`config.mk`:
```
export PLATFORM = sky130hd
export DESIGN_NAME = rj_mul
export DESIGN_NICKNAME = d
export VERILOG_FILES = /design/src/rj_mul.sv
export SDC_FILE = /design/constraint.sdc
export NUM_CORES = 2
export LEC_CHECK = 0
export ABC_AREA = 1
export ABC_CLOCK_PERIOD_IN_PS = 5600
export BUFFER_PORTS_ARGS = -buffer_cell sky130_fd_sc_hd__buf_2
export CORE_UTILIZATION = 50
export CTS_CLUSTER_DIAMETER = 150
export DETAILED_ROUTE_END_ITERATION = 16
export GPL_TIMING_DRIVEN = 1
export PLACE_DENSITY = 0.66
export SETUP_SLACK_MARGIN = 0.02
export SYNTH_ARGS = -nofsm -noshare
export SYNTH_HDL_FRONTEND = slang
export SYNTH_SLANG_ARGS = --single-unit
export TNS_END_PERCENT = 50
```
`constraint.sdc`:
```
create_clock -name clk -period 5.6 [get_ports clk]
set_input_delay 0.28 -clock clk [delete_from_list [all_inputs] [get_ports clk]]
set_output_delay 0.28 -clock clk [all_outputs]
set_load 0.02 [all_outputs]
```
`src/rj_mul.sv`:
```
// Two-stage multiplier built from four half-width partial products.
`timescale 1ns / 1ps
module rj_mul #(
  parameter int AW = 32,
  parameter int BW = 32
) (
  input  logic             clk,
  input  logic             en,
  input  logic [AW-1:0]    a_i,
  input  logic [BW-1:0]    b_i,
  output logic [AW+BW-1:0] p_o
);

  localparam int AL = AW / 2;
  localparam int AH = AW - AL;
  localparam int BL = BW / 2;
  localparam int BH = BW - BL;
  localparam int PW = AW + BW;

  logic [AL+BL-1:0] ll_r;
  logic [AH+BL-1:0] hl_r;
  logic [AL+BH-1:0] lh_r;
  logic [AH+BH-1:0] hh_r;
  logic [PW-1:0]    p_r;

  always_ff @(posedge clk) begin
    if (en) begin
      ll_r <= (AL+BL)'(a_i[AL-1:0]) * (AL+BL)'(b_i[BL-1:0]);
      hl_r <= (AH+BL)'(a_i[AW-1:AL]) * (AH+BL)'(b_i[BL-1:0]);
      lh_r <= (AL+BH)'(a_i[AL-1:0]) * (AL+BH)'(b_i[BW-1:BL]);
      hh_r <= (AH+BH)'(a_i[AW-1:AL]) * (AH+BH)'(b_i[BW-1:BL]);
      p_r  <= (PW'(hh_r) << (AL + BL)) + (PW'(hl_r) << AL) + (PW'(lh_r) << BL)
              + PW'(ll_r);
    end
  end

  assign p_o = p_r;

endmodule

```
==> flow_metrics.tcl <==
set metrics [dict create \
    clock_path_buffers 2 \
    r2r_cells 14 \
    gp_congestion 0.976 \
    die_y_um 306 \
    ff2ff_setup_slack_ns 2.65 \
    layout-drive-gt1-share_pct 10.3 \
    area.sequential_mm2 0.00577 \
    grt_max_degree 169 \
    fin_crit_ns 5.34 \
    status "complete, no violations" \
    ioPinCount 130 \
    hpwl_um 114000 \
    start_util_pct 50.4 \
    port_buffers 129 \
    vias_per_cell 5.02 \
    cts_num_sinks 192 \
    die_area_mm2 0.0935 \
    cts_resized 0 \
    core-area_mm2 0.0915 \
    cts_tree "built" \
    synth.largest_area_cell "fa_1" \
    ant_nets 0 \
    critPathMaxFanout 18 \
    hold_violations 0 \
    yosys-top-cells-area "fa_1, nand2_1, inv_1" \
    area_growth_pct 12.5 \
    tightest_slew_ns 1.15 \
    fillers 8456 \
    cap_violations 0 \
    avgRoutedWirePerCell_um 17.5 \
    max-slew-margin-rel_pct 23.5 \
    endpoint "ll_r[20]$_DFFE_PP_" \
    track_usage_pct 29.5 \
    fin_crit_sh_pct 95.3 \
    start_kind "primary input" \
    drt-pass1-iter-count 6 \
    rows 111 \
    drtIter0Drc 2965 \
    die_width_um 306 \
    ys.flop_type "edfxtp_1" \
    postCtsSetupBuffers 0 \
    drc 0 \
    seq_area_frac_synth_pct 12.5 \
    syn_inst 5999 \
    grt.overflow.total 0 \
    first_global_vias 38700 \
    clock-root-buffer "clkbuf_16" \
    clkLatencyLatePin_ns 0.50 \
    final_nets 7692 \
    num_vias 38000 \
    synth_fp_nets 7322 \
    wl_um 132000 \
    holdBufCountCts 0 \
    syn_avg_cell_area_um2 7.69 \
    synth_common_cells "nand2_1, inv_1, fa_1" \
    crit_start "a_i[9]" \
    yosysMostFrequentCell "nand2_1" \
    multi_input_area_mm2 0.0331 \
    holdWs_ns 0.172 \
    async_flop_share_pct 0 \
    fmax_ghz 0.187 \
    clock-skew-final_ns 0.0183 \
    cp-end-kind "register" \
    h-tree-depth 4 \
    report.final.slew_viol_count 0 \
    synth-edff-count 192 \
    ys.warnings.count 0 \
    syn_area_mm2 0.0461 \
    worstSetupPathType "in -> reg" \
    cp.arrival_ns 5.57 \
    path_clk_slew_ns 0.09 \
    grt_first_pass_wirelength_um 213000 \
    r2r_end "p_o[45]$_DFFE_PP_" \
    cts_buffers 17 \
    yosys.area.top_type_share_pct 35.1 \
    rsz0062_at_grt "false" \
    cp.required_ns 5.83 \
    synth.distinct_cells 29 \
    ys_ff_latch 192 \
    finalSetupViolations 0 \
    antenna_found_initial 1 \
    r2r_start "ll_r[17]$_DFFE_PP_" \
    worstHoldPathType "in -> reg" \
]
[layout make-up]
| type | count | share of cell area [%] |
|---|---|---|
| multi-input combinational | 3878 | 63.8 |
| sequential | 192 | 11.1 |
| clock inverter | 15 | 0.287 |
| inverter | 1737 | 12.6 |
| tap | 1186 | 2.86 |
| timing repair buffer | 543 | 8.55 |
| clock buffer | 17 | 0.819 |
| antenna | 1 | 0.00482 |
[sequential cells by signal, indices dropped and copies added (netlist names)]
register,count
p_o,64
hl_r,32
hh_r,32
ll_r,32
lh_r,32
[critical path, stage by stage]
cell	delay (ns)
buf_2	0.46
buf_12	0.20
nand2_1	0.08
fa_1	0.49
fa_1	0.58
fa_1	0.45
fa_1	0.55
inv_1	0.05
fa_1	0.47
inv_1	0.05
fa_1	0.48
inv_1	0.04
ha_1	0.33
nand2_1	0.10
nor2_1	0.26
nand3_1	0.15
nand3_1	0.19
nand3_1	0.12
nand3_1	0.09
nand2_1	0.11
[worst min path at each step]
stage / to / from / cells after the start
global route: p_o[13]$_DFFE_PP_ / en / 1
global placement: p_o[9]$_DFFE_PP_ / ll_r[9]$_DFFE_PP_ / 0
CTS: ll_r[13]$_DFFE_PP_ / en / 1
detailed placement: p_o[9]$_DFFE_PP_ / ll_r[9]$_DFFE_PP_ / 0
floorplan: hh_r[0]$_DFFE_PP_ / en / 0
finish: p_o[13]$_DFFE_PP_ / en / 1
[routing by layer]
metal	vias up	GRT usage [%]	share of wire (%)
li1	18100	-	-
met1	18400	44.2	47
met2	1327	44.6	42
met3	139	4.54	8.0
met4	0	7.56	2.5
met5	-	0	0
[logic make-up after synthesis]
logic type	Yosys count	synth area share, %
compound gates	261	3.01
xor+xnor	94	1.78
fa+ha+maj	1257	47.2
buf+inv	1929	15.7
flops	192	12.5
simple gates	2266	19.8
[layout by cell type, fill, tap and decap left out, types with 19 or more instances in the layout]
cell type,n
ha_1,448
o21ai_0,77
nor2_2,21
nor3_1,28
nand2_2,27
inv_1,1726
xor2_1,75
edfxtp_1,192
nand3_1,138
nand2_1,1797
nor2_1,175
nand4_1,49
buf_12,54
buf_2,127
fa_1,809
a21oi_1,150
xnor2_1,19
buf_4,360
[through the flow]
step | setup WS, ns | utilization (%) | cells | instance area (µm²) | TNS (ns)
floorplan | 0.483 | - | 5999 | 46100 | 0
global placement | -0.242 | 56.1 | 7536 | 51300 | -1.52
detailed placement | -0.197 | 56.1 | 7536 | 51300 | -2.66
CTS | 0.345 | 56.7 | 7568 | 51900 | 0
global route | 0.0260 | 56.7 | 7569 | 51900 | 0
finish | 0.264 | 56.7 | 7569 | 51900 | 0
Power is not shown: default switching activity piles up to over one toggle a cycle in this logic, so the estimate is an artifact.
