`src/rj_sqrt_cell.sv`:
```
// One square-root cell: settles one root bit and passes the transaction on.
`timescale 1ns / 1ps
module rj_sqrt_cell #(
  parameter int NR = 48,
  parameter int PW = 8
) (
  input  logic          clk,
  input  logic          en,
  input  logic [1:0]    pair_i,
  input  logic [NR+1:0] rem_i,
  input  logic [NR-1:0] root_i,
  input  logic [PW-1:0] pay_i,
  output logic [NR+1:0] rem_o,
  output logic [NR-1:0] root_o,
  output logic [PW-1:0] pay_o
);

  logic [NR+1:0] cur;
  logic [NR+1:0] trial;
  logic [NR+1:0] rem_nxt;
  logic          take;
  logic [NR+1:0] rem_r;
  logic [NR-1:0] root_r;
  logic [PW-1:0] pay_r;

  assign cur     = {rem_i[NR-1:0], pair_i};
  assign trial   = {root_i, 2'b01};
  assign take    = cur >= trial;
  assign rem_nxt = take ? cur - trial : cur;

  always_ff @(posedge clk) begin
    if (en) begin
      rem_r  <= rem_nxt;
      root_r <= {root_i[NR-2:0], take};
      pay_r  <= pay_i;
    end
  end

  assign rem_o  = rem_r;
  assign root_o = root_r;
  assign pay_o  = pay_r;

endmodule

```
`config.mk`:
```
export PLATFORM = sky130hd
export DESIGN_NAME = rj_sqrt_cell
export DESIGN_NICKNAME = d
export VERILOG_FILES = /design/src/rj_sqrt_cell.sv
export SDC_FILE = /design/constraint.sdc
export NUM_CORES = 1
export LEC_CHECK = 0
export BUFFER_PORTS_ARGS = -buffer_cell sky130_fd_sc_hd__buf_2
export CORE_UTILIZATION = 35
export DETAILED_ROUTE_END_ITERATION = 8
export PLACE_DENSITY_LB_ADDON = 0.1
export RECOVER_POWER = 25
export SLEW_MARGIN = 20
export SYNTH_ARGS = -nofsm -noshare
export SYNTH_HDL_FRONTEND = slang
export SYNTH_SLANG_ARGS = --single-unit
```
`constraint.sdc`:
```
create_clock -name clk -period 4.2 [get_ports clk]
set_input_delay 0.21 -clock clk [delete_from_list [all_inputs] [get_ports clk]]
set_output_delay 0.21 -clock clk [all_outputs]
set_load 0.005 [all_outputs]
```
==> qor.yml <==
result_of_the_run: "finished with violations"
violations_in_the_final_reports: "capacitance limit, slew limit"
hold_end: "pay_o[2]$_DFFE_PP_"
die_width_um: 146
cts_tree: "done"
synthesis.nets: 830
min_path_cells: 1
first_iter_violations: 235
unrepaired_setup_endpoints_after_global_routing: "false"
timing.setup.tns_ps: 0
die-height_um: 146
cts.sinks: 106
clk_pin_slew_ps: 80
areaGrowthSynthToFinish_pct: 21.3
yosysUniqueCellTypes: 54
timing.hold.worst.class: "primary input to register"
globalRoute.totalOverflow: 0
synth-seq-cells: 106
cts_max_path_buffers: 2
holdBufCountCts: 0
layout_worst_path_cycle_share: 0.789
maxSlewViolCount: 101
p_leak_nw: 3.92
grt_first_pass_wirelength_mm: 29.2
maxCapViolCount: 2
grt_antenna_before_repair: 1
start_util: 0.356
post_cts_setup_buffer_count: 0
period_needed_ps: 3320
routed_wl_mm: 18.4
timing.slew.headroom: -0.850
boundaryPins: 216
async_flop_share: 0
crit_required_ps: 4310
synthFlopType: "sky130_fd_sc_hd__edfxtp_1"
port_buffers: 213
synth_enable_flop_cells: 106
crit_type: "primary input to register"
h-tree-depth: 3
syn-cell-area_mm2: 0.00721
n_fill_cell: 2014
critPathCaptureType: "register"
grt_start_max_net_pins: 51
timing.fmax_mhz: 302
power_density_mw_per_mm2: 359
fin_nets: 1032
start_kind: "primary input"
antenna_violating_nets_post_route: 0
critPathLaunch: "root_i[11]"
report.final.setup_viol: 0
cts_inserted_buffers: 9
post_synth.cell_area_avg_um2: 10.8
yosys_warnings: 0
vias_per_cell: 5.02
final_core_utilization: 0.432
cp_max_fo: 37
total_routing_usage_reported_by_global_routing: 0.173
routed_vias: 5761
max_slew.worst_pin.slew_ps: 2770
hold_violations: 0
synth-seq-area-share: 0.442
gp_congestion: 0.857
final_design_area_no_fill_mm2: 0.00875
grt_pass1_vias: 5788
cts.root.buffer_cell: "sky130_fd_sc_hd__clkbuf_16"
rows: 52
hold_path_startpoint: "pay_i[2]"
floorplan.die_area_mm2: 0.0212
post_route_cells_drive_above_1_share: 0.298
detail_route.drc_violations: 0
wire_per_inst_um: 16.0
post_cts_resize_count: 0
drt-pass1-iter-count: 5
critical_path_arrival_ps: 3420
detailed_place_hpwl_mm: 14.4
synthesis.instances: 670
design.core.area_mm2: 0.0202
vdd_ir_drop_max_mv: 0.233
dpl_cell_area_mm2: 0.00848
[kinds of logic after synthesis]
| family | count (synthesis) | share of synthesized area |
|---|---|---|
| AOI/OAI and AO/OA | 176 | 0.154 |
| muxes | 48 | 0.0986 |
| xor gates and xnor gates | 44 | 0.0535 |
| and+or+nand+nor | 152 | 0.106 |
| buffers and inverters | 94 | 0.0606 |
| adders and majority gates | 50 | 0.0868 |
| DFF | 106 | 0.442 |
[Yosys cell counts (all sizes together) (11+ instances only)]
master	count	share of area
inv	67	0.035
clkbuf	20	0.010
ha	50	0.087
and3	11	0.0095
a31oi	13	0.013
nand3	17	0.012
a21oi	66	0.046
nand4	13	0.011
nand2	43	0.022
edfxtp	106	0.44
mux2	46	0.096
o21ai	35	0.025
xnor2	27	0.033
nor2	31	0.018
xor2	17	0.021
nor3	13	0.0090
a21o	19	0.020
[layout make-up]
class | count | area [um2] | area share
multi-input combinational | 470 | 3590 | 0.410
clock inverter | 7 | 81.3 | 0.00930
tap | 270 | 338 | 0.0386
antenna | 1 | 2.50 | 0.000286
inverter | 67 | 251 | 0.0288
timing repair buffer | 218 | 1080 | 0.123
sequential | 106 | 3180 | 0.364
clock buffer | 9 | 225 | 0.0257
[sequential cells by signal, indices dropped and copies added (netlist names)]
| signal | cells |
|---|---|
| rem_o | 50 |
| root_o | 48 |
| pay_o | 8 |
[critical path, stage by stage]
cell and delay (ps):
sky130_fd_sc_hd__clkbuf_1 100, sky130_fd_sc_hd__inv_1 50, sky130_fd_sc_hd__ha_1 390, sky130_fd_sc_hd__nand4_1 170
sky130_fd_sc_hd__or3_4 430, sky130_fd_sc_hd__a2111o_1 400, sky130_fd_sc_hd__a31oi_4 230, sky130_fd_sc_hd__o21ai_2 120
sky130_fd_sc_hd__o31ai_4 310, sky130_fd_sc_hd__a21oi_2 190, sky130_fd_sc_hd__nor2_8 160, sky130_fd_sc_hd__buf_12 290
sky130_fd_sc_hd__mux2_4 340
[per-layer routing]
metal,routed length [um],up-vias,GRT usage
met3,915,17,0.0266
met5,0,-,0
met1,8570,2706,0.230
met2,8620,181,0.286
met4,285,0,0.0568
li1,-,2857,-
[power breakdown]
group | internal (W) | switching (W) | leakage (nW)
clock network | 0.000429 | 0.000467 | 0.150
logic | 0.000429 | 0.000483 | 2.73
registers | 0.00130 | 0.0000265 | 1.04
total | 0.00216 | 0.000976 | 3.92
[how the worst max path moves through the flow]
stage                                endpoint  slack [ps]  cells past startpoint
after floorplan           rem_o[10]$_DFFE_PP_        1050                     13
after global placement    rem_o[14]$_DFFE_PP_         560                     13
after detailed placement  rem_o[15]$_DFFE_PP_         500                     13
after CTS                 rem_o[15]$_DFFE_PP_         870                     13
after global routing      rem_o[15]$_DFFE_PP_         700                     13
final                     rem_o[15]$_DFFE_PP_         880                     13
[cells in the final DEF (no fill, tap or decap), types with 17 or more instances in the layout]
| cell | instances |
|---|---|
| sky130_fd_sc_hd__mux2_4 | 46 |
| sky130_fd_sc_hd__nand3_1 | 17 |
| sky130_fd_sc_hd__ha_1 | 50 |
| sky130_fd_sc_hd__clkbuf_1 | 28 |
| sky130_fd_sc_hd__xor2_1 | 17 |
| sky130_fd_sc_hd__nand2_1 | 43 |
| sky130_fd_sc_hd__a21oi_1 | 65 |
| sky130_fd_sc_hd__o21ai_0 | 33 |
| sky130_fd_sc_hd__nor2_1 | 30 |
| sky130_fd_sc_hd__inv_1 | 67 |
| sky130_fd_sc_hd__buf_2 | 187 |
| sky130_fd_sc_hd__edfxtp_1 | 106 |
| sky130_fd_sc_hd__xnor2_1 | 27 |
| sky130_fd_sc_hd__a21o_1 | 19 |
[metrics by stage]
stage	instances	hold WS (ps)	setup WS, ps	total power [W]
floorplan	670	309	1050	0.00197
global placement	1131	386	556	0.00226
detailed placement	1131	388	496	0.00227
CTS	1147	4.31	869	0.00318
global route	1148	1.22	705	0.00330
finish	1148	16.5	885	0.00314
Note: power is estimated with default switching activity, not from simulation.
